### config.mk
export PLATFORM = sky130hd
export DESIGN_NAME = led_strip_chase_sequencer_top
export DESIGN_NICKNAME = d
export VERILOG_FILES = /design/src/rtl/lscs_pkg.sv /design/src/rtl/led_strip_chase_sequencer_top.sv /design/src/rtl/lscs_regs.sv /design/src/rtl/lscs_div.sv /design/src/rtl/lscs_seq.sv
export SDC_FILE = /design/constraint.sdc
export NUM_CORES = 1
export LEC_CHECK = 0
export ABC_CLOCK_PERIOD_IN_PS = 10050
export BUFFER_PORTS_ARGS = -buffer_cell sky130_fd_sc_hd__buf_2
export CORE_ASPECT_RATIO = 1.4
export CORE_MARGIN = 2
export CORE_UTILIZATION = 67
export CTS_BUF_LIST = sky130_fd_sc_hd__clkbuf_8
export DETAILED_ROUTE_END_ITERATION = 12
export GPL_TIMING_DRIVEN = 0
export HOLD_SLACK_MARGIN = 0.1
export PLACE_DENSITY = 0.89
export SYNTH_ARGS = -nofsm -noshare
export SYNTH_HDL_FRONTEND = slang
export SYNTH_SLANG_ARGS = --single-unit
### constraint.sdc
create_clock -name clk_i -period 10.05 [get_ports clk_i]
set_input_delay 0 -clock clk_i [delete_from_list [all_inputs] [get_ports clk_i]]
set_output_delay 0 -clock clk_i [all_outputs]
set_load 0.02 [all_outputs]
### src/rtl/lscs_pkg.sv
`default_nettype none

package lscs_pkg;

  localparam int PC_W     = 5;
  localparam int PAL_W    = 3;
  localparam int LEN_W    = 9;
  localparam int DIVD_W   = 16;
  localparam int DIVS_W   = 10;
  localparam int DCNT_W   = 4;
  localparam int MAX_RES  = 3;
  localparam int NCNT_W   = 2;

  localparam logic [PAL_W:0]   PALETTE_SIZE = 4'd7;
  localparam logic [LEN_W-1:0] MAX_LEDS     = 9'd256;
  localparam logic [LEN_W-1:0] MIN_LEN      = 9'd2;
  localparam logic [1:0]       CALLS_SAT    = 2'd2;

  localparam logic [1:0] MODE_CHASE = 2'd0;
  localparam logic [1:0] MODE_FILL  = 2'd1;
  localparam logic [1:0] MODE_DOT   = 2'd2;
  localparam logic [1:0] MODE_ALT   = 2'd3;

  localparam logic [2:0] REG_MODE      = 3'd0;
  localparam logic [2:0] REG_REVERSE   = 3'd1;
  localparam logic [2:0] REG_SEG_START = 3'd2;
  localparam logic [2:0] REG_SEG_STOP  = 3'd3;
  localparam logic [2:0] REG_SEG_LEN   = 3'd4;
  localparam logic [2:0] REG_SPEED     = 3'd5;
  localparam logic [2:0] REG_LED_COUNT = 3'd6;

  typedef enum logic [1:0] {
    ACT_SET   = 2'd0,
    ACT_BLACK = 2'd1,
    ACT_FILL  = 2'd2,
    ACT_CLEAR = 2'd3
  } act_e;

  typedef enum logic [3:0] {
    C_NONE     = 4'd0,
    C_ALWAYS   = 4'd1,
    C_MODE1    = 4'd2,
    C_MODE3    = 4'd3,
    C_CALLS0   = 4'd4,
    C_CALLS1   = 4'd5,
    C_STEP0    = 4'd6,
    C_STEPLT   = 4'd7,
    C_STEPLAST = 4'd8,
    C_CHASE    = 4'd9
  } cond_e;

  typedef enum logic [1:0] {
    PIX_NONE = 2'd0,
    PIX_HEAD = 2'd1,
    PIX_STEP = 2'd2,
    PIX_BACK = 2'd3
  } pix_sel_e;

  typedef enum logic [1:0] {
    COL_ZERO = 2'd0,
    COL_PAL  = 2'd1,
    COL_NEXT = 2'd2
  } col_sel_e;

  typedef enum logic [2:0] {
    DIV_NONE       = 3'd0,
    DIV_MOD_LEN    = 3'd1,
    DIV_MOD_LENP1  = 3'd2,
    DIV_DLY_LEDS   = 3'd3,
    DIV_DLY_LEDSP1 = 3'd4,
    DIV_DLY_LEDSM1 = 3'd5
  } div_op_e;

  typedef struct packed {
    cond_e             cond;
    logic              cond_inv;
    logic [PC_W-1:0]   target;
    logic              emit;
    act_e              act;
    pix_sel_e          pix;
    col_sel_e          col;
    logic              pal_next;
    logic              done_set;
    logic              phase_tgl;
    logic              step_set1;
    logic              dly_speed;
    div_op_e           div;
    logic              end_prog;
  } cw_t;

  typedef struct packed {
    logic [1:0]       mode;
    logic             reverse;
    logic [7:0]       seg_start;
    logic [7:0]       seg_stop;
    logic [LEN_W-1:0] seg_len;
    logic [15:0]      speed;
    logic [LEN_W-1:0] led_count;
  } cfg_t;

  typedef struct packed {
    logic              start;
    logic [DIVD_W-1:0] dividend;
    logic [DIVS_W-1:0] divisor;
  } div_req_t;

  typedef struct packed {
    logic              done;
    logic [DIVD_W-1:0] quo;
    logic [DIVS_W-1:0] rem;
  } div_rsp_t;

  // Microprogram entry points
  localparam logic [PC_W-1:0] L_M1A  = 5'd3;
  localparam logic [PC_W-1:0] L_M1B  = 5'd6;
  localparam logic [PC_W-1:0] L_M1C  = 5'd9;
  localparam logic [PC_W-1:0] L_M1D  = 5'd12;
  localparam logic [PC_W-1:0] L_FSPD = 5'd13;
  localparam logic [PC_W-1:0] L_GEN  = 5'd14;
  localparam logic [PC_W-1:0] L_G1   = 5'd17;
  localparam logic [PC_W-1:0] L_G2   = 5'd20;
  localparam logic [PC_W-1:0] L_G3   = 5'd21;
  localparam logic [PC_W-1:0] L_DOT  = 5'd22;
  localparam logic [PC_W-1:0] L_DOTM = 5'd25;
  localparam logic [PC_W-1:0] L_GT   = 5'd26;
  localparam logic [PC_W-1:0] L_GDLY = 5'd28;
  localparam logic [PC_W-1:0] L_GD2  = 5'd30;
  localparam logic [PC_W-1:0] L_END  = 5'd31;

  function automatic cw_t lscs_rom(input logic [PC_W-1:0] pc);
    cw_t c;
    c = '0;
    unique case (pc)
      5'd0: begin
        c.cond = C_MODE1; c.cond_inv = 1'b1; c.target = L_GEN;
      end
      5'd1: begin
        c.cond = C_CALLS0; c.cond_inv = 1'b1; c.target = L_M1A;
      end
      5'd2: begin
        // first call in fill mode: fill strip, advance palette
        c.emit = 1'b1; c.act = ACT_FILL; c.col = COL_PAL; c.pal_next = 1'b1;
        c.cond = C_ALWAYS; c.target = L_FSPD;
      end
      L_M1A: begin
        c.cond = C_STEP0; c.cond_inv = 1'b1; c.target = L_M1B;
      end
      5'd4: begin
        c.emit = 1'b1; c.act = ACT_SET; c.pix = PIX_HEAD; c.col = COL_PAL;
        c.step_set1 = 1'b1;
        c.cond = C_CALLS1; c.cond_inv = 1'b1; c.target = L_M1B;
      end
      5'd5: begin
        c.cond = C_ALWAYS; c.target = L_FSPD;
      end
      L_M1B: begin
        c.cond = C_STEPLT; c.cond_inv = 1'b1; c.target = L_M1C;
      end
      5'd7: begin
        c.emit = 1'b1; c.act = ACT_SET; c.pix = PIX_STEP; c.col = COL_PAL;
        c.cond = C_STEPLAST; c.cond_inv = 1'b1; c.target = L_M1C;
      end
      5'd8: begin
        // pass ends: head takes the next color
        c.emit = 1'b1; c.act = ACT_SET; c.pix = PIX_HEAD; c.col = COL_NEXT;
      end
      L_M1C: begin
        c.div = DIV_MOD_LEN;
      end
      5'd10: begin
        c.cond = C_STEP0; c.cond_inv = 1'b1; c.target = L_M1D;
      end
      5'd11: begin
        c.done_set = 1'b1; c.pal_next = 1'b1;
      end
      L_M1D: begin
        c.div = DIV_DLY_LEDSM1; c.cond = C_ALWAYS; c.target = L_END;
      end
      L_FSPD: begin
        c.dly_speed = 1'b1; c.cond = C_ALWAYS; c.target = L_END;
      end
      L_GEN: begin
        c.cond = C_MODE3; c.cond_inv = 1'b1; c.target = L_G1;
      end
      5'd15: begin
        c.cond = C_STEP0; c.cond_inv = 1'b1; c.target = L_G1;
      end
      5'd16: begin
        c.emit = 1'b1; c.act = ACT_CLEAR;
      end
      L_G1: begin
        c.cond = C_CHASE; c.cond_inv = 1'b1; c.target = L_DOT;
      end
      5'd18: begin
        c.cond = C_STEPLT; c.target = L_G2;
      end
      5'd19: begin
        // blank frame
        c.emit = 1'b1; c.act = ACT_CLEAR; c.cond = C_ALWAYS; c.target = L_G3;
      end
      L_G2: begin
        c.emit = 1'b1; c.act = ACT_SET; c.pix = PIX_STEP; c.col = COL_PAL;
      end
      L_G3: begin
        c.div = DIV_MOD_LENP1; c.cond = C_ALWAYS; c.target = L_GT;
      end
      L_DOT: begin
        c.cond = C_STEPLT; c.cond_inv = 1'b1; c.target = L_DOTM;
      end
      5'd23: begin
        c.emit = 1'b1; c.act = ACT_BLACK; c.pix = PIX_BACK;
      end
      5'd24: begin
        c.emit = 1'b1; c.act = ACT_SET; c.pix = PIX_STEP; c.col = COL_PAL;
      end
      L_DOTM: begin
        c.div = DIV_MOD_LEN;
      end
      L_GT: begin
        c.cond = C_STEP0; c.cond_inv = 1'b1; c.target = L_GDLY;
      end
      5'd27: begin
        c.done_set = 1'b1; c.pal_next = 1'b1; c.phase_tgl = 1'b1;
      end
      L_GDLY: begin
        c.cond = C_CHASE; c.cond_inv = 1'b1; c.target = L_GD2;
      end
      5'd29: begin
        c.div = DIV_DLY_LEDSP1; c.cond = C_ALWAYS; c.target = L_END;
      end
      L_GD2: begin
        c.div = DIV_DLY_LEDS;
      end
      L_END: begin
        c.end_prog = 1'b1;
      end
      default: c = '0;
    endcase
    return c;
  endfunction

endpackage

`default_nettype wire

### src/rtl/led_strip_chase_sequencer_top.sv
// LED-strip chase sequencer.
// Input channel: one transfer per animation tick (restart_i clears the step,
// palette, phase and call count before the tick). Output channel: zero to
// three pixel commands per tick, the last one flagged by last_o; delay_ms_o
// and cycle_done_o are the same in every command of a tick.
// Configuration registers sit on the APB port at byte address 4*index.
// One tick is handled at a time: in_stall_o is high from the accepted
// transfer until the last command has been taken. A tick runs through a
// 32-word microprogram (5 to 14 words executed). Fill-mode entry ticks skip
// the 16-step divider; every other tick uses it twice (step wrap and delay).
// Once the microprogram ends, the commands are offered in turn, one per cycle
// while out_stall_i is low.
// While out_stall_i is high the current command holds on the outputs.
// Reset clears the sequencer state and loads the register defaults
// (segment 0..11, length 12, speed 1000, 12 LEDs, mode 0).
`default_nettype none

module led_strip_chase_sequencer_top (
  input  logic        clk_i,
  input  logic        rst_ni,
  input  logic        psel,
  input  logic        penable,
  input  logic        pwrite,
  input  logic [4:0]  paddr,
  input  logic [31:0] pwdata,
  output logic [31:0] prdata,
  output logic        pready,
  input  logic        in_valid_i,
  output logic        in_stall_o,
  input  logic        restart_i,
  output logic        out_valid_o,
  input  logic        out_stall_i,
  output logic [1:0]  action_o,
  output logic [7:0]  pixel_index_o,
  output logic [2:0]  color_index_o,
  output logic [15:0] delay_ms_o,
  output logic        cycle_done_o,
  output logic        last_o
);
  import lscs_pkg::*;

  cfg_t     cfg;
  div_req_t div_req;
  div_rsp_t div_rsp;

  lscs_regs u_regs (
    .clk_i   (clk_i),
    .rst_ni  (rst_ni),
    .psel    (psel),
    .penable (penable),
    .pwrite  (pwrite),
    .paddr   (paddr),
    .pwdata  (pwdata),
    .prdata  (prdata),
    .pready  (pready),
    .cfg_o   (cfg)
  );

  lscs_div u_div (
    .clk_i  (clk_i),
    .rst_ni (rst_ni),
    .req_i  (div_req),
    .rsp_o  (div_rsp)
  );

  lscs_seq u_seq (
    .clk_i         (clk_i),
    .rst_ni        (rst_ni),
    .cfg_i         (cfg),
    .in_valid_i    (in_valid_i),
    .in_stall_o    (in_stall_o),
    .restart_i     (restart_i),
    .out_valid_o   (out_valid_o),
    .out_stall_i   (out_stall_i),
    .action_o      (action_o),
    .pixel_index_o (pixel_index_o),
    .color_index_o (color_index_o),
    .delay_ms_o    (delay_ms_o),
    .cycle_done_o  (cycle_done_o),
    .last_o        (last_o),
    .div_req_o     (div_req),
    .div_rsp_i     (div_rsp)
  );

endmodule

`default_nettype wire

### src/rtl/lscs_regs.sv
`default_nettype none

module lscs_regs (
  input  logic              clk_i,
  input  logic              rst_ni,
  input  logic              psel,
  input  logic              penable,
  input  logic              pwrite,
  input  logic [4:0]        paddr,
  input  logic [31:0]       pwdata,
  output logic [31:0]       prdata,
  output logic              pready,
  output lscs_pkg::cfg_t    cfg_o
);
  import lscs_pkg::*;

  cfg_t       cfg_q;
  logic       wr_en;
  logic [2:0] reg_idx;

  assign reg_idx = paddr[4:2];
  assign wr_en   = psel && penable && pwrite;
  assign pready  = 1'b1;
  assign cfg_o   = cfg_q;

  always_ff @(posedge clk_i or negedge rst_ni) begin
    if (!rst_ni) begin
      cfg_q.mode      <= MODE_CHASE;
      cfg_q.reverse   <= 1'b0;
      cfg_q.seg_start <= 8'd0;
      cfg_q.seg_stop  <= 8'd11;
      cfg_q.seg_len   <= 9'd12;
      cfg_q.speed     <= 16'd1000;
      cfg_q.led_count <= 9'd12;
    end else if (wr_en) begin
      unique case (reg_idx)
        REG_MODE:      cfg_q.mode      <= pwdata[1:0];
        REG_REVERSE:   cfg_q.reverse   <= pwdata[0];
        REG_SEG_START: cfg_q.seg_start <= pwdata[7:0];
        REG_SEG_STOP:  cfg_q.seg_stop  <= pwdata[7:0];
        REG_SEG_LEN:   cfg_q.seg_len   <= pwdata[LEN_W-1:0];
        REG_SPEED:     cfg_q.speed     <= pwdata[15:0];
        REG_LED_COUNT: cfg_q.led_count <= pwdata[LEN_W-1:0];
        default: ;
      endcase
    end
  end

  always_comb begin
    prdata = '0;
    unique case (reg_idx)
      REG_MODE:      prdata = {30'd0, cfg_q.mode};
      REG_REVERSE:   prdata = {31'd0, cfg_q.reverse};
      REG_SEG_START: prdata = {24'd0, cfg_q.seg_start};
      REG_SEG_STOP:  prdata = {24'd0, cfg_q.seg_stop};
      REG_SEG_LEN:   prdata = {23'd0, cfg_q.seg_len};
      REG_SPEED:     prdata = {16'd0, cfg_q.speed};
      REG_LED_COUNT: prdata = {23'd0, cfg_q.led_count};
      default:       prdata = '0;
    endcase
  end

endmodule

`default_nettype wire

### src/rtl/lscs_div.sv
`default_nettype none

// Restoring divider, one quotient bit per cycle.
module lscs_div (
  input  logic               clk_i,
  input  logic               rst_ni,
  input  lscs_pkg::div_req_t req_i,
  output lscs_pkg::div_rsp_t rsp_o
);
  import lscs_pkg::*;

  logic              busy_q, done_q;
  logic [DCNT_W-1:0] cnt_q;
  logic [DIVD_W-1:0] quo_q;
  logic [DIVS_W-1:0] rem_q, dvs_q;
  logic [DIVS_W:0]   trial, rem_nx;
  logic              ge;

  assign trial  = {rem_q, quo_q[DIVD_W-1]};
  assign ge     = trial >= {1'b0, dvs_q};
  assign rem_nx = ge ? (trial - {1'b0, dvs_q}) : trial;

  always_ff @(posedge clk_i or negedge rst_ni) begin
    if (!rst_ni) begin
      busy_q <= 1'b0;
      done_q <= 1'b0;
      cnt_q  <= '0;
    end else begin
      done_q <= 1'b0;
      if (req_i.start) begin
        busy_q <= 1'b1;
        cnt_q  <= '0;
      end else if (busy_q) begin
        cnt_q <= cnt_q + 1'b1;
        if (cnt_q == {DCNT_W{1'b1}}) begin
          busy_q <= 1'b0;
          done_q <= 1'b1;
        end
      end
    end
  end

  always_ff @(posedge clk_i) begin
    if (req_i.start) begin
      quo_q <= req_i.dividend;
      rem_q <= '0;
      dvs_q <= req_i.divisor;
    end else if (busy_q) begin
      quo_q <= {quo_q[DIVD_W-2:0], ge};
      rem_q <= rem_nx[DIVS_W-1:0];
    end
  end

  assign rsp_o = {done_q, quo_q, rem_q};

endmodule

`default_nettype wire

### src/rtl/lscs_seq.sv
`default_nettype none

module lscs_seq (
  input  logic               clk_i,
  input  logic               rst_ni,
  input  lscs_pkg::cfg_t     cfg_i,
  input  logic               in_valid_i,
  output logic               in_stall_o,
  input  logic               restart_i,
  output logic               out_valid_o,
  input  logic               out_stall_i,
  output logic [1:0]         action_o,
  output logic [7:0]         pixel_index_o,
  output logic [2:0]         color_index_o,
  output logic [15:0]        delay_ms_o,
  output logic               cycle_done_o,
  output logic               last_o,
  output lscs_pkg::div_req_t div_req_o,
  input  lscs_pkg::div_rsp_t div_rsp_i
);
  import lscs_pkg::*;

  localparam logic [1:0] S_IDLE = 2'd0;
  localparam logic [1:0] S_RUN  = 2'd1;
  localparam logic [1:0] S_OUT  = 2'd2;

  logic [1:0]       state_q, state_d;
  logic [PC_W-1:0]  pc_q, pc_d;
  logic [LEN_W-1:0] step_q, step_d;
  logic [PAL_W-1:0] pal_q, pal_d;
  logic             phase_q, phase_d;
  logic [1:0]       calls_q, calls_d;
  logic             done_q, done_d;
  logic [15:0]      delay_q, delay_d;
  logic [NCNT_W-1:0] n_q, n_d;
  logic [NCNT_W-1:0] oidx_q, oidx_d;
  logic             dwait_q, dwait_d;

  act_e             act_q [MAX_RES];
  logic [7:0]       pix_q [MAX_RES];
  logic [PAL_W-1:0] col_q [MAX_RES];

  cw_t              cw;
  logic [LEN_W-1:0] len_eff, leds_eff;
  logic [DIVS_W-1:0] len10, leds10;
  logic             cond_val, taken, hold, emit_we, is_last;
  logic             div_start;
  logic [PAL_W:0]   pal_inc;
  logic             pal_wrap;
  logic [PAL_W-1:0] pal_nx;
  logic [LEN_W-1:0] off;
  logic [7:0]       pix;
  logic [PAL_W-1:0] col;
  logic [DIVS_W-1:0] step_inc;

  assign cw = lscs_rom(pc_q);

  always_comb begin
    if (cfg_i.seg_len < MIN_LEN) len_eff = MIN_LEN;
    else if (cfg_i.seg_len > MAX_LEDS) len_eff = MAX_LEDS;
    else len_eff = cfg_i.seg_len;
    leds_eff = (cfg_i.led_count < MIN_LEN) ? MIN_LEN : cfg_i.led_count;
  end

  assign len10    = {1'b0, len_eff};
  assign leds10   = {1'b0, leds_eff};
  assign step_inc = {1'b0, step_q} + 10'd1;
  assign pal_inc  = {1'b0, pal_q} + 4'd1;
  assign pal_wrap = pal_inc >= PALETTE_SIZE;
  assign pal_nx   = pal_wrap ? '0 : pal_inc[PAL_W-1:0];

  always_comb begin
    unique case (cw.cond)
      C_NONE:     cond_val = 1'b0;
      C_ALWAYS:   cond_val = 1'b1;
      C_MODE1:    cond_val = cfg_i.mode == MODE_FILL;
      C_MODE3:    cond_val = cfg_i.mode == MODE_ALT;
      C_CALLS0:   cond_val = calls_q == 2'd0;
      C_CALLS1:   cond_val = calls_q == 2'd1;
      C_STEP0:    cond_val = step_q == '0;
      C_STEPLT:   cond_val = step_q < len_eff;
      C_STEPLAST: cond_val = step_q >= (len_eff - 9'd1);
      C_CHASE:    cond_val = (cfg_i.mode == MODE_CHASE) ||
                             ((cfg_i.mode == MODE_ALT) && !phase_q);
      default:    cond_val = 1'b0;
    endcase
  end

  assign taken = (cw.cond != C_NONE) && (cond_val ^ cw.cond_inv);

  // offset within the segment, then absolute address (wraps mod 256)
  always_comb begin
    unique case (cw.pix)
      PIX_HEAD: off = '0;
      PIX_STEP: off = step_q;
      PIX_BACK: off = (step_q == '0) ? (len_eff - 9'd1) : (step_q - 9'd1);
      default:  off = '0;
    endcase
    if (cw.pix == PIX_NONE) pix = 8'd0;
    else if (cfg_i.reverse) pix = cfg_i.seg_stop - off[7:0];
    else pix = cfg_i.seg_start + off[7:0];
  end

  always_comb begin
    unique case (cw.col)
      COL_PAL:  col = pal_q;
      COL_NEXT: col = pal_nx;
      default:  col = '0;
    endcase
  end

  always_comb begin
    div_req_o.start    = div_start;
    div_req_o.dividend = {6'd0, step_inc};
    div_req_o.divisor  = len10;
    case (cw.div)
      DIV_MOD_LEN:    div_req_o.divisor = len10;
      DIV_MOD_LENP1:  div_req_o.divisor = len10 + 10'd1;
      DIV_DLY_LEDS:   div_req_o.divisor = leds10;
      DIV_DLY_LEDSP1: div_req_o.divisor = leds10 + 10'd1;
      DIV_DLY_LEDSM1: div_req_o.divisor = leds10 - 10'd1;
      default:        div_req_o.divisor = len10;
    endcase
    if (cw.div == DIV_DLY_LEDS || cw.div == DIV_DLY_LEDSP1 || cw.div == DIV_DLY_LEDSM1) begin
      div_req_o.dividend = cfg_i.speed;
    end
  end

  assign hold    = (cw.div != DIV_NONE) && !(dwait_q && div_rsp_i.done);
  assign is_last = oidx_q == (n_q - 2'd1);

  always_comb begin
    state_d = state_q;
    pc_d    = pc_q;
    step_d  = step_q;
    pal_d   = pal_q;
    phase_d = phase_q;
    calls_d = calls_q;
    done_d  = done_q;
    delay_d = delay_q;
    n_d     = n_q;
    oidx_d  = oidx_q;
    dwait_d = dwait_q;
    emit_we = 1'b0;
    div_start = 1'b0;
    unique case (state_q)
      S_IDLE: begin
        if (in_valid_i) begin
          state_d = S_RUN;
          pc_d    = '0;
          n_d     = '0;
          done_d  = 1'b0;
          dwait_d = 1'b0;
          if (restart_i) begin
            step_d  = '0;
            pal_d   = '0;
            phase_d = 1'b0;
            calls_d = '0;
          end
        end
      end
      S_RUN: begin
        if (cw.div != DIV_NONE && !dwait_q) begin
          div_start = 1'b1;
          dwait_d = 1'b1;
        end
        if (!hold) begin
          dwait_d = 1'b0;
          if (cw.emit && n_q < NCNT_W'(MAX_RES)) begin
            emit_we = 1'b1;
            n_d = n_q + 1'b1;
          end
          if (cw.pal_next) pal_d = pal_nx;
          if (cw.done_set) done_d = 1'b1;
          if (cw.phase_tgl && cfg_i.mode == MODE_ALT && pal_wrap) phase_d = !phase_q;
          if (cw.step_set1) step_d = 9'd1;
          if (cw.dly_speed) delay_d = cfg_i.speed;
          case (cw.div) inside
            DIV_MOD_LEN, DIV_MOD_LENP1: step_d = div_rsp_i.rem[LEN_W-1:0];
            DIV_DLY_LEDS, DIV_DLY_LEDSP1, DIV_DLY_LEDSM1: delay_d = div_rsp_i.quo;
            default: ;
          endcase
          pc_d = taken ? cw.target : (pc_q + 1'b1);
          if (cw.end_prog) begin
            if (calls_q < CALLS_SAT) calls_d = calls_q + 2'd1;
            oidx_d  = '0;
            state_d = (n_q == '0) ? S_IDLE : S_OUT;
          end
        end
      end
      S_OUT: begin
        if (!out_stall_i) begin
          if (is_last) state_d = S_IDLE;
          else oidx_d = oidx_q + 1'b1;
        end
      end
      default: state_d = S_IDLE;
    endcase
  end

  always_ff @(posedge clk_i or negedge rst_ni) begin
    if (!rst_ni) begin
      state_q <= S_IDLE;
      pc_q    <= '0;
      step_q  <= '0;
      pal_q   <= '0;
      phase_q <= 1'b0;
      calls_q <= '0;
      done_q  <= 1'b0;
      n_q     <= '0;
      oidx_q  <= '0;
      dwait_q <= 1'b0;
    end else begin
      state_q <= state_d;
      pc_q    <= pc_d;
      step_q  <= step_d;
      pal_q   <= pal_d;
      phase_q <= phase_d;
      calls_q <= calls_d;
      done_q  <= done_d;
      n_q     <= n_d;
      oidx_q  <= oidx_d;
      dwait_q <= dwait_d;
    end
  end

  always_ff @(posedge clk_i) begin
    delay_q <= delay_d;
    if (emit_we) begin
      act_q[n_q] <= cw.act;
      pix_q[n_q] <= pix;
      col_q[n_q] <= col;
    end
  end

  assign in_stall_o    = state_q != S_IDLE;
  assign out_valid_o   = state_q == S_OUT;
  assign action_o      = act_q[oidx_q];
  assign pixel_index_o = pix_q[oidx_q];
  assign color_index_o = col_q[oidx_q];
  assign delay_ms_o    = delay_q;
  assign cycle_done_o  = done_q;
  assign last_o        = is_last;

endmodule

`default_nettype wire

Word-level counts from Yosys, hierarchy flattened
Memory sizes are Yosys's and may differ from the RTL's.
Cells that the tools add are included.
{"block": "word_totals", "wordCells": 294, "in_bits": 45, "mem_count": 3, "ff_bits": 139, "ram_bits": 39}
{"block": "op_classes", "n_bitwise": 2, "reduce_logical": 68, "mux": 96, "addsub": 16, "n_eq_ne": 76, "magnitude_cmp": 9}
{"memory": "u_seq.pix_q", "depth": 3, "width": 8, "read_ports": 1, "rd_ports_with_merged_regs": 0, "write_ports": 1, "line_no": "lscs_seq.sv:40", "text": "logic [7:0] pix_q [MAX_RES];"}
{"memory": "u_seq.col_q", "depth": 3, "width": 3, "read_ports": 1, "rd_ports_with_merged_regs": 0, "write_ports": 1, "line_no": "lscs_seq.sv:41", "text": "logic [PAL_W-1:0] col_q [MAX_RES];"}
{"memory": "u_seq.act_q", "depth": 3, "width": 2, "read_ports": 1, "rd_ports_with_merged_regs": 0, "write_ports": 1, "line_no": "lscs_seq.sv:39", "text": "act_e act_q [MAX_RES];"}
{"operator": "$pmux W16 S7", "count": 1}
{"operator": "$mux W16", "count": 6}
{"operator": "$eq A5 B5 Y1 const B", "count": 16}
{"operator": "$pmux W5 S15", "count": 1}
{"operator": "$mux W9", "count": 8}
{"operator": "$eq A5 B4 Y1 const B", "count": 8}
{"operator": "$pmux W10 S4", "count": 1}
{"operator": "$mux W2", "count": 18}
{"operator": "$pmux W4 S9", "count": 1}
{"operator": "$add A9 B1 Y10 const B", "count": 3}
{"operator": "$mux W1", "count": 29}
{"operator": "$reduce_and A5 Y1", "count": 5}
{"operator": "$mux W8", "count": 3}
{"operator": "$eq A5 B3 Y1 const B", "count": 4}
{"operator": "$reduce_or A2 Y1", "count": 10}
{"operator": "$lt A9 B2 Y1 const B", "count": 2}
{"operator": "$pmux W9 S2", "count": 1}
{"operator": "$eq A4 B3 Y1 const B", "count": 4}
{"operator": "$pmux W2 S2", "count": 4}
{"operator": "$pmux W8 S2", "count": 1}
{"operator": "$reduce_and A2 Y1", "count": 8}
{"operator": "$eq A3 B3 Y1 const B", "count": 5}
{"operator": "$mux W3", "count": 5}
{"operator": "$mux W5", "count": 3}
{"operator": "other kinds (60)", "count": 120}

Depth between registers and ports, before layout
Gate-level depths: netlist of the first run.
{"block": "logic_depth", "ltp_word": 11, "ltp_mapped": 21, "ltp_nobuf": 21}

Modules after synthesis
A second synthesis of the first run with hierarchy kept.
{"block": "hier_totals", "cells_unflattened": 1270, "area_unflattened_um2": 12101.6}
{"module": "lscs_seq", "instances": 1, "seq_area_each_um2": 2352.3, "cells_per_inst": 872, "area_per_inst_um2": 7203.2}
{"module": "lscs_regs", "instances": 1, "seq_area_each_um2": 1342.5, "cells_per_inst": 201, "area_per_inst_um2": 2636.3}
{"module": "lscs_div", "instances": 1, "seq_area_each_um2": 1131.1, "cells_per_inst": 197, "area_per_inst_um2": 2262.2}

Worst setup path before layout of the first run
OpenSTA, ideal clock, no wires.
{"block": "synth_path", "path_type": "reg2reg", "startpoint": "reg u_regs.cfg_q (netlist bit u_regs.cfg_o[30])", "endpoint": "mem u_seq.pix_q[0][7] (data pin)", "period_less_slack_ns": 4.402, "setup_ns": 0.286, "arrival_time_ns": 4.116, "path_stages_with_launch": 22, "slack_ns": 5.648, "path_cell_list": "dfrtp_1 > or4_1 > or3_4 > a21oi_1 > inv_1 > ha_1 > xnor2_1 > nand4_1 > nand2_1 > nor2_1 > o21ai_0 > o21a_1 > inv_1 > ha_1 > a21o_1 > a21o_1 > a21oi_1 > o21ai_0 > xor2_1 > o211ai_1 > xor2_1 > nor2_1"}
{"block": "synth_via", "elab_chain_cells": 9}
{"item": "from (decl)", "line_no": "lscs_regs.sv:17", "text": "cfg_t cfg_q;"}
{"item": "$gt A9 B9 Y1", "line_no": "lscs_seq.sv:60", "text": "else if (cfg_i.seg_len > MAX_LEDS) len_eff = MAX_LEDS;"}
{"item": "$mux W9", "line_no": "lscs_seq.sv:60"}
{"item": "$mux W9 *", "line_no": "lscs_seq.sv:59", "text": "if (cfg_i.seg_len < MIN_LEN) len_eff = MIN_LEN;"}
{"item": "$sub A9 B1 Y9 *"}
{"item": "$mux W8 *", "line_no": "lscs_seq.sv:96", "text": "PIX_BACK: off = (step_q == '0) ? (len_eff - 9'd1) : (step_q - 9'd1);"}
{"item": "$pmux W8 S2 *", "line_no": "lscs_seq.sv:93", "text": "unique case (cw.pix)"}
{"item": "$add A8 B8 Y8 / $sub A8 B8 Y8 (equally long branches)", "line_no": "lscs_seq.sv:101, lscs_seq.sv:100"}
{"item": "$mux W8 *", "line_no": "lscs_seq.sv:100", "text": "else if (cfg_i.reverse) pix = cfg_i.seg_stop - off[7:0];"}
{"item": "$mux W8 *", "line_no": "lscs_seq.sv:99", "text": "if (cw.pix == PIX_NONE) pix = 8'd0;"}
{"item": "via u_seq.pix[7]", "line_no": "lscs_seq.sv:52", "text": "logic [7:0] pix;"}
{"item": "to (decl)", "line_no": "lscs_seq.sv:40"}
The timed path passes the listed nets; every way through them passes the cells marked *.

Worst setup path after layout of the first run
Same ends and word-level chain as after synthesis.

==> results.txt, run 1 <==
The post-layout net count came out at between 1,500 and 2,000. The launch point of the worst reg-to-reg path is u_regs.cfg_o[30]. The run finished with clean final reports. The count of distinct cell types in the synthesized netlist is 84. The worst setup slack before clock tree synthesis is 4.93 ns. The worst path required time is between 10 and 15 ns.

Clock tree synthesis selected as its root buffer the cell sky130_fd_sc_hd__clkbuf_8. From left edge to right edge, the die measures 116 µm. The clock latency of the later-clocked register in the worst-skew pair is just over 0.5 ns. The vertical extent of the die came out at approximately 160 µm. The worst hold path startpoint is pwrite. TritonCTS built the clock tree.

The largest buffer count on any clock path came out at 2. The worst hold path was traced through 4 stages. The number of vias per cell after detailed routing is about 6.3. Among all cell types in the netlist, the one instantiated most often is sky130_fd_sc_hd__nand2_1. The proportion of synthesized flip-flops having asynchronous set or reset came out at roughly half.

The first-pass GRT wire length came out at roughly 54,000 µm. Global routing consumed, on the met1 layer, between 40% and 50% of the routing resources. The initial antenna violation count was 0. The number of instances resized during post-cts repair came out at 0. The critical path is of the register to register type.

The core footprint came out at approximately 17,000 µm². The synthesized design spends more area on one cell type than any other, namely sky130_fd_sc_hd__edfxtp_1. The worst register-to-register path has a setup slack of 4.80 ns. The maximum number of pins on one net before global-route repair is 64. The critical path data arrival time is 5.46 ns. The worst setup path is launched from a register.

Setup violations remaining at the end of the flow were counted as 0. The transition time at the pin with the least slew margin is around 1.2 ns. The smallest hold slack is ~0.13 ns. Setup repair after global routing left no endpoint under its margin. The layout-stage area growth over the synthesis result came out at 12.0%. The first TritonRoute pass finished after 8 iterations.

A synthesized cell averages 9.17 µm². Synthesis inferred around 180 register bits. The worst setup path is captured at a register. After synthesis, the most frequently instantiated cells are 160 x sky130_fd_sc_hd__nand2_1, 124 x sky130_fd_sc_hd__nor2_1, 107 x sky130_fd_sc_hd__o21ai_0, 82 x sky130_fd_sc_hd__a21oi_1, 81 x sky130_fd_sc_hd__edfxtp_1. The clock drives 178 sinks. After clock tree synthesis, the clock-pin slew on the worst setup and hold paths is ~0.12 ns.

Global routing consumed, on the met2 layer, roughly 64% of the routing resources. Port buffering added 73 buffers. The via count of the first global-routing pass is about 11,000. The power per unit of standard cell area is 295 nW/µm². The total wirelength of the detailed-routed design is 33,700 µm. Detailed placement ended at an HPWL of between 20,000 and 25,000 µm. The worst clock skew is ~0.021 ns. The total routing resource utilization after global routing is approximately 37%. The main flop type after synthesis is sky130_fd_sc_hd__edfxtp_1. The count of boundary I/O pins came out at roughly 110. Synthesis produced a netlist whose cell count is between 1,000 and 1,500. The yosys synthesis warning count is 0. The post-route antenna net violation count is 0. After synthesis, the cell types taking the most area are sky130_fd_sc_hd__edfxtp_1 21%, sky130_fd_sc_hd__dfrtp_1 16%, sky130_fd_sc_hd__ha_1 7.4%, sky130_fd_sc_hd__nand2_1 5.1%, sky130_fd_sc_hd__mux2_2 5.0%.

The accumulated negative setup slack is 0 ns. The setup slack of the critical path after layout is roughly 4.8 ns. The initial utilization of the core area, before any placement, comes to between 60 and 70%.

The area share of the leading cell type in the synthesized netlist came out at 20.6%. The via count of the routed design is 10,564. After layout, the worst path uses around 52% of the clock period. The most used routing layer in global routing is met2. The worst hold path terminates at u_regs.cfg_o[50]. After layout, the design draws a total of roughly 3.9 mW. Yosys mapped a number of flops with a built-in enable equal to 81. The worst pin sits at a relative slew slack of a little over a fifth.

The largest voltage drop on the vdd net is between 0.2 and 0.25 mV. The DRC violations left came out at 0. The maximum level of the CTS H-tree came out at 4. The standby leakage power is around 5.9 nW. The cell area after technology mapping is between 10,000 and 15,000 µm². The layout cell share with drive strength beyond 1 is between 10% and 20%. The max-slew violation total from the final report is 0.

The floorplan step defined a die boundary enclosing 18,700 µm². The hold violation total from the final report was 0. The tightest min-delay check is of the input port to register type. Summed over all layers, the global routing overflow is 0.

The met3 demand-to-capacity share in global routing came out at roughly 6.7%. Row generation in the floorplan step produced 57 rows. Of all nets on the critical path, the largest fanout is 7.

Based on the critical path, the design can be clocked at up to 190 MHz. Summing the sequential cell areas from Yosys gives 40.8% of the chip area. The worst register-to-register path ends at u_seq.pix_q[0][7]. The antenna diode count came out at 0.

In the final routed layout, each cell accounts on average for 20.2 µm. The worst path in the final design needs a cycle of roughly 5.3 ns, including I/O delays and setup. The max-capacitance violation count is 0. The number of buffers added by the clock tree synthesis step is 17. The cell depth of the worst flop-to-flop path came out at 21. The starting DRC count in detailed routing came out at between 1,000 and 1,500. The weighted congestion reported at the end of routability-driven placement is a little over 1.
[worst max-delay path, cell delays in order (launching register included)]
cell	delay [ns]
sky130_fd_sc_hd__dfrtp_1	0.51
sky130_fd_sc_hd__or4_1	0.61
sky130_fd_sc_hd__or3_4	0.39
sky130_fd_sc_hd__a21oi_1	0.36
sky130_fd_sc_hd__inv_1	0.12
sky130_fd_sc_hd__ha_1	0.27
sky130_fd_sc_hd__xnor2_1	0.23
sky130_fd_sc_hd__nand4_1	0.12
sky130_fd_sc_hd__nand2_1	0.11
sky130_fd_sc_hd__nor2_1	0.04
sky130_fd_sc_hd__o21ai_0	0.14
sky130_fd_sc_hd__o21a_1	0.21
sky130_fd_sc_hd__inv_1	0.06
sky130_fd_sc_hd__ha_1	0.32
sky130_fd_sc_hd__a21o_1	0.20
sky130_fd_sc_hd__a21o_1	0.18
sky130_fd_sc_hd__a21oi_1	0.20
sky130_fd_sc_hd__o21ai_0	0.15
sky130_fd_sc_hd__xor2_1	0.16
sky130_fd_sc_hd__o211ai_1	0.28
sky130_fd_sc_hd__xor2_1	0.20
sky130_fd_sc_hd__nor2_1	0.08
[metrics by stage]
| step | std cells | utilization (%) | instance area (µm²) |
|---|---|---|---|
| final | 1672 | 76.4 | 13200 |
| after floorplan | 1304 | - | 11900 |
| after CTS | 1672 | 76.4 | 13200 |
| after global placement | 1613 | 72.3 | 12500 |
| after global routing | 1672 | 76.4 | 13200 |
| after detailed placement | 1614 | 72.5 | 12600 |
[where the power goes]
| group | leakage (nW) | switching (mW) | internal, mW |
|---|---|---|---|
| registers | 1.95 | 0.233 | 1.08 |
| clock network | 0.201 | 0.324 | 0.187 |
| logic | 3.75 | 1.31 | 0.783 |
[cells in the final DEF (no fill, tap or decap), types with 16 or more instances in the layout]
cell type,n
sky130_fd_sc_hd__a21oi_1,82
sky130_fd_sc_hd__and3_1,16
sky130_fd_sc_hd__buf_2,76
sky130_fd_sc_hd__buf_4,18
sky130_fd_sc_hd__clkbuf_1,60
sky130_fd_sc_hd__clkbuf_8,17
sky130_fd_sc_hd__conb_1,17
sky130_fd_sc_hd__dfrtp_1,74
sky130_fd_sc_hd__dlygate4sd3_1,25
sky130_fd_sc_hd__edfxtp_1,81
sky130_fd_sc_hd__ha_1,70
sky130_fd_sc_hd__inv_1,57
sky130_fd_sc_hd__mux2_2,53
sky130_fd_sc_hd__mux2i_1,50
sky130_fd_sc_hd__nand2_1,160
sky130_fd_sc_hd__nand2b_1,19
sky130_fd_sc_hd__nand3_1,30
sky130_fd_sc_hd__nor2_1,124
sky130_fd_sc_hd__nor2b_1,21
sky130_fd_sc_hd__nor3_1,20
sky130_fd_sc_hd__o21ai_0,107
sky130_fd_sc_hd__xnor2_1,23
sky130_fd_sc_hd__xor2_1,20
[kinds of logic after synthesis]
| logic type | share of synthesized area, % |
|---|---|
| and+or+nand+nor | 16.9 |
| AOI/OAI and AO/OA | 15.9 |
| DFF | 40.8 |
| buffers and inverters | 5.37 |
| muxes | 9.47 |
| adders and majority gates | 8.09 |
| xor gates and xnor gates | 3.32 |
| other | 0.0635 |
[routing by layer]
metal	share of wire, %	vias to the layer above
met5	0	-
met4	6.3	0
met3	6.4	163
met2	50	558
met1	37	5040
li1	-	4803
[state kept, by name, indices dropped and copies added, names as in the netlist, 3 cells and up]
register / flops
u_seq.act_q: 6
u_seq.delay_ms_o: 16
u_div.quo_q: 16
u_regs.cfg_o: 53
u_div.dvs_q: 10
u_seq.pix_q: 24
u_seq.pal_q: 3
u_seq.col_q: 9
u_seq.pc_q: 5
u_seq.step_q: 9
u_div.cnt_q: 4
u_div.rem_q: 10
[layout make-up]
cell class                      count  area [µm²]
Multi-Input combinational cell    978        6420
Inverter                           60         228
Sequential cell                   178        4830
Fill cell                        1202        4090
Buffer                             88         407
Timing Repair Buffer              100         666
Clock buffer                       17         234
Tap cell                          236         295
Clock inverter                     15         173
[worst max-delay path by stage]
| stage | to | slack, ns | start | cells past startpoint |
|---|---|---|---|---|
| after global placement | u_seq.pix_q[0][7] | 5.02 | u_regs.cfg_o[30] | 21 |
| after floorplan | u_seq.pix_q[0][7] | 5.65 | u_regs.cfg_o[30] | 21 |
| after detailed placement | u_seq.pix_q[0][7] | 4.93 | u_regs.cfg_o[30] | 21 |
| after CTS | u_seq.pix_q[0][7] | 4.85 | u_regs.cfg_o[30] | 21 |
| final | u_seq.pix_q[0][7] | 4.80 | u_regs.cfg_o[30] | 21 |
| after global routing | u_seq.pix_q[2][7] | 4.44 | u_regs.cfg_o[30] | 21 |
[what timing repair did]
item,4_1_cts,5_1_grt
buffers inserted,0,0
endpoints found under the hold margin,146,0
hold buffers,26,0
(Power assumes the default switching activity.)
==> run 2: changes to the inputs <==
--- a/config.mk
+++ b/config.mk
@@ -5,16 +5,16 @@
 export SDC_FILE = /design/constraint.sdc
 export NUM_CORES = 1
 export LEC_CHECK = 0
-export ABC_CLOCK_PERIOD_IN_PS = 10050
+export ABC_CLOCK_PERIOD_IN_PS = 4310
 export BUFFER_PORTS_ARGS = -buffer_cell sky130_fd_sc_hd__buf_2
 export CORE_ASPECT_RATIO = 1.4
 export CORE_MARGIN = 2
-export CORE_UTILIZATION = 67
+export CORE_UTILIZATION = 56
 export CTS_BUF_LIST = sky130_fd_sc_hd__clkbuf_8
 export DETAILED_ROUTE_END_ITERATION = 12
 export GPL_TIMING_DRIVEN = 0
 export HOLD_SLACK_MARGIN = 0.1
-export PLACE_DENSITY = 0.89
+export PLACE_DENSITY = 0.79
 export SYNTH_ARGS = -nofsm -noshare
 export SYNTH_HDL_FRONTEND = slang
 export SYNTH_SLANG_ARGS = --single-unit
==> constraint.sdc (replaced) <==
create_clock -name clk_i -period 4.31 [get_ports clk_i]
set_input_delay 0 -clock clk_i [delete_from_list [all_inputs] [get_ports clk_i]]
set_output_delay 0 -clock clk_i [all_outputs]
set_load 0.02 [all_outputs]
==> results.txt, run 2 (synthesis gave the netlist of run 1 again) <==
The flow ran to the end, but the final reports show violations. The final reports fail on negative setup slack. The fmax came out at around 230 MHz. Across all setup checks in the final design, the least slack found is -0.0992 ns. The net count of the finished layout is ~1,600. The remaining global-route overflow is 0.

The weighted congestion reported at the end of routability-driven placement came out at between 0.9 and 1. The met2 wire length came out at about 16,000 µm. For this run, the detailed router's first-pass iteration total came to 6. The clock arrives with between 0.015 and 0.02 ns of skew. The total routing resource utilization after global routing is 29.8%. In this run the top signal layer used is met4. The utilization after layout came out at roughly 66%.

After detailed routing, the number of remaining DRC violations is 0. The total wirelength of the detailed-routed design came out at 32,900 µm. The starting density of the core came out at 57.3%. The via count of the first global-routing pass is between 10,000 and 15,000. The routed length on met1 came out at ~13,000 µm.

Summed over all nets, the switching power comes to between 4 and 5 mW. The peak per-stage delay on the critical path is 0.52 ns. The cell depth of the worst flop-to-flop path is 21. For this block, the via count after detailed routing is 10,419. The max-slew violation total from the final report came out at 0.

The hold violation total from the final report came to 0. The count of input and output buffers is 73. The layout-stage area growth over the synthesis result is 15.4%. The largest individual stage delay along the critical path comes from the cell sky130_fd_sc_hd__or4_4.

The total clock sinks came out at between 150 and 200. The worst hold path stage count came out at 5. The post-route antenna net violation count is 0.

The first-pass GRT wire length is roughly 53,000 µm. The layout cell share with drive strength beyond 1 is a little under a fifth. The antenna diode count is 0.

STA puts the critical path data required time at ~4.5 ns. STA classifies the critical path endpoint as a register. The share of the clock period used by the worst path came out at 102%. TritonCTS built the clock tree. The clock latency of the later-clocked register in the worst-skew pair came out at approximately 0.47 ns.

Headroom to the max-slew limit came out at between 20% and 30%. The cell sitting at the root of the clock tree is a sky130_fd_sc_hd__clkbuf_8. The die covers between 20,000 and 25,000 µm². The switching part of the total power is a little under half. The number of clock buffers added by TritonCTS is 17. The internal cell power came out at roughly 5 mW.

The vertical extent of the die is ~180 µm. The core footprint is a little over 20,000 µm². VDD sags by at most 0.391 mV. Detailed routing placed a total of roughly 1700 µm of wire on met3.

The initial antenna violation count is 0. The maximum number of pins on one net before global-route repair is between 60 and 70. The worst min-delay path category is input port to register. The floorplan has 62 rows. After clock tree synthesis, the clock-pin slew on the worst setup and hold paths is roughly 0.11 ns. The number of endpoints failing setup at the final stage is 6. The share of power burned in the clock network is between 10% and 20%.

In this run the worst path has a maximum fanout of 4. The largest buffer count on any clock path is 2. The count of boundary I/O pins is about 110. The max-capacitance violation count is 0.

The final standard cell count with taps included and fillers excluded came out at about 1,700. The post-placement cell count came out at around 1,600. STA classifies the critical path startpoint as a register.

The standby leakage power came out at 6.05 nW. The maximum level of the CTS H-tree is 4. The register with the most flip-flops in the layout has 53 of them.

Setup repair after global routing could not meet its margin everywhere. Using the TritonRoute via totals, the vias-per-cell ratio works out to 6.08. The library cell used most frequently in the layout, excluding fill and tap cells, is sky130_fd_sc_hd__nand2_1. By startpoint and endpoint, the worst setup path is classified as register to register. The transition time at the pin with the least slew margin came out at approximately 1.2 ns. The critical path goes through or4_4, or3_4, o211a_4, inv_4, ha_4, xnor2_4, nand4_1, nand2_1, nor2_1, o21ai_1, o21a_2, inv_2, ha_4, a21o_1, a21o_1, a21oi_2, o21ai_2, xor2_1, o211ai_1, xor2_1, nor2_1.

Per report_power, the combinational group accounts for a little under three fifths of the total. Detailed placement finished with a half-perimeter wire length of 23,900 µm. The shortest clock period the worst path allows after layout is roughly 4.4 ns.

The starting DRC count in detailed routing came out at 889. In this run the power density over the cells is about 690 nW/µm². The worst setup slack before clock tree synthesis came out at -0.782 ns.

The critical path data arrival time is between 4 and 5 ns. Per report_power, the sequential group accounts for 32.5% of the total. The top cell types in the final layout, fill and taps aside, are 159 x sky130_fd_sc_hd__nand2_1, 123 x sky130_fd_sc_hd__nor2_1, 100 x sky130_fd_sc_hd__o21ai_0. After layout, the design draws a total of slightly above 9 mW.

The routed length per placed instance came out at about 19 µm. Measured along the x axis, the die boundary spans between 100 and 150 µm.
-- run 2: through the flow --
stage               TNS (ns)  area, µm²  hold slack, ns
floorplan                  0      11900          -0.296
global placement       -6.34      12600           0.232
detailed placement     -7.43      12600         -0.0897
CTS                   -0.652      13500           0.159
global route           -1.57      13600           0.222
finish                -0.351      13600           0.179
-- run 2: power by group through the flow --
| stage | clock (mW) | combinational (mW) | sequential [mW] |
|---|---|---|---|
| after floorplan | 0 | 3.45 | 2.94 |
| after global placement | 0 | 4.57 | 3.02 |
| after detailed placement | 0 | 4.68 | 3.04 |
| after CTS | 1.14 | 5.01 | 3.01 |
| after global routing | 1.21 | 5.72 | 3.09 |
| final | 1.13 | 5.19 | 3.04 |
-- run 2: layout make-up --
type                    count  area [µm²]
plain buffers              87         407
clock buffers              17         234
clock inverters            15         149
fillers                  1654        7000
inverters                  60         230
multi-input cells         978        6640
flip-flops and latches    178        4830
well taps                 256         320
repair buffers            122         831
-- run 2: final timing paths --
check                      slack (ns)              from                 to
max reg2reg                      -0.1  u_regs.cfg_o[29]  u_seq.pix_q[0][7]
min in group asynchronous        0.68            rst_ni   u_regs.cfg_o[15]
min                              0.18            pwrite   u_regs.cfg_o[34]
max in group asynchronous        2.60            rst_ni   u_regs.cfg_o[22]
max                              -0.1  u_regs.cfg_o[29]  u_seq.pix_q[0][7]
min reg2reg                      0.51    u_div.rem_q[9]     u_div.rem_q[9]
-- run 2: per-layer routing --
layer | global-route usage, % | vias up
li1 | - | 4876
met1 | 35.0 | 5001
met2 | 52.5 | 421
met3 | 4.29 | 121
met4 | 16.2 | 0
met5 | 0 | -
-- run 2: timing repair --
| item | 4_1_cts | 5_1_grt |
|---|---|---|
| hold buffers | 27 | 0 |
| endpoints found under the setup margin | 17 | 27 |
| buffers inserted | 18 | 3 |
| gates resized for setup | 37 | 20 |
| pin swaps | 24 | 20 |
| endpoints found under the hold margin | 150 | 0 |
-- run 2: worst max-delay path: cells and delay by family, from the launching register on --
family	cells	cell delay, ns
buf+inv	2	0.13
fa+ha+maj	2	0.39
compound gates	8	1.47
xor+xnor	3	0.43
flops	1	0.44
simple gates	6	1.26
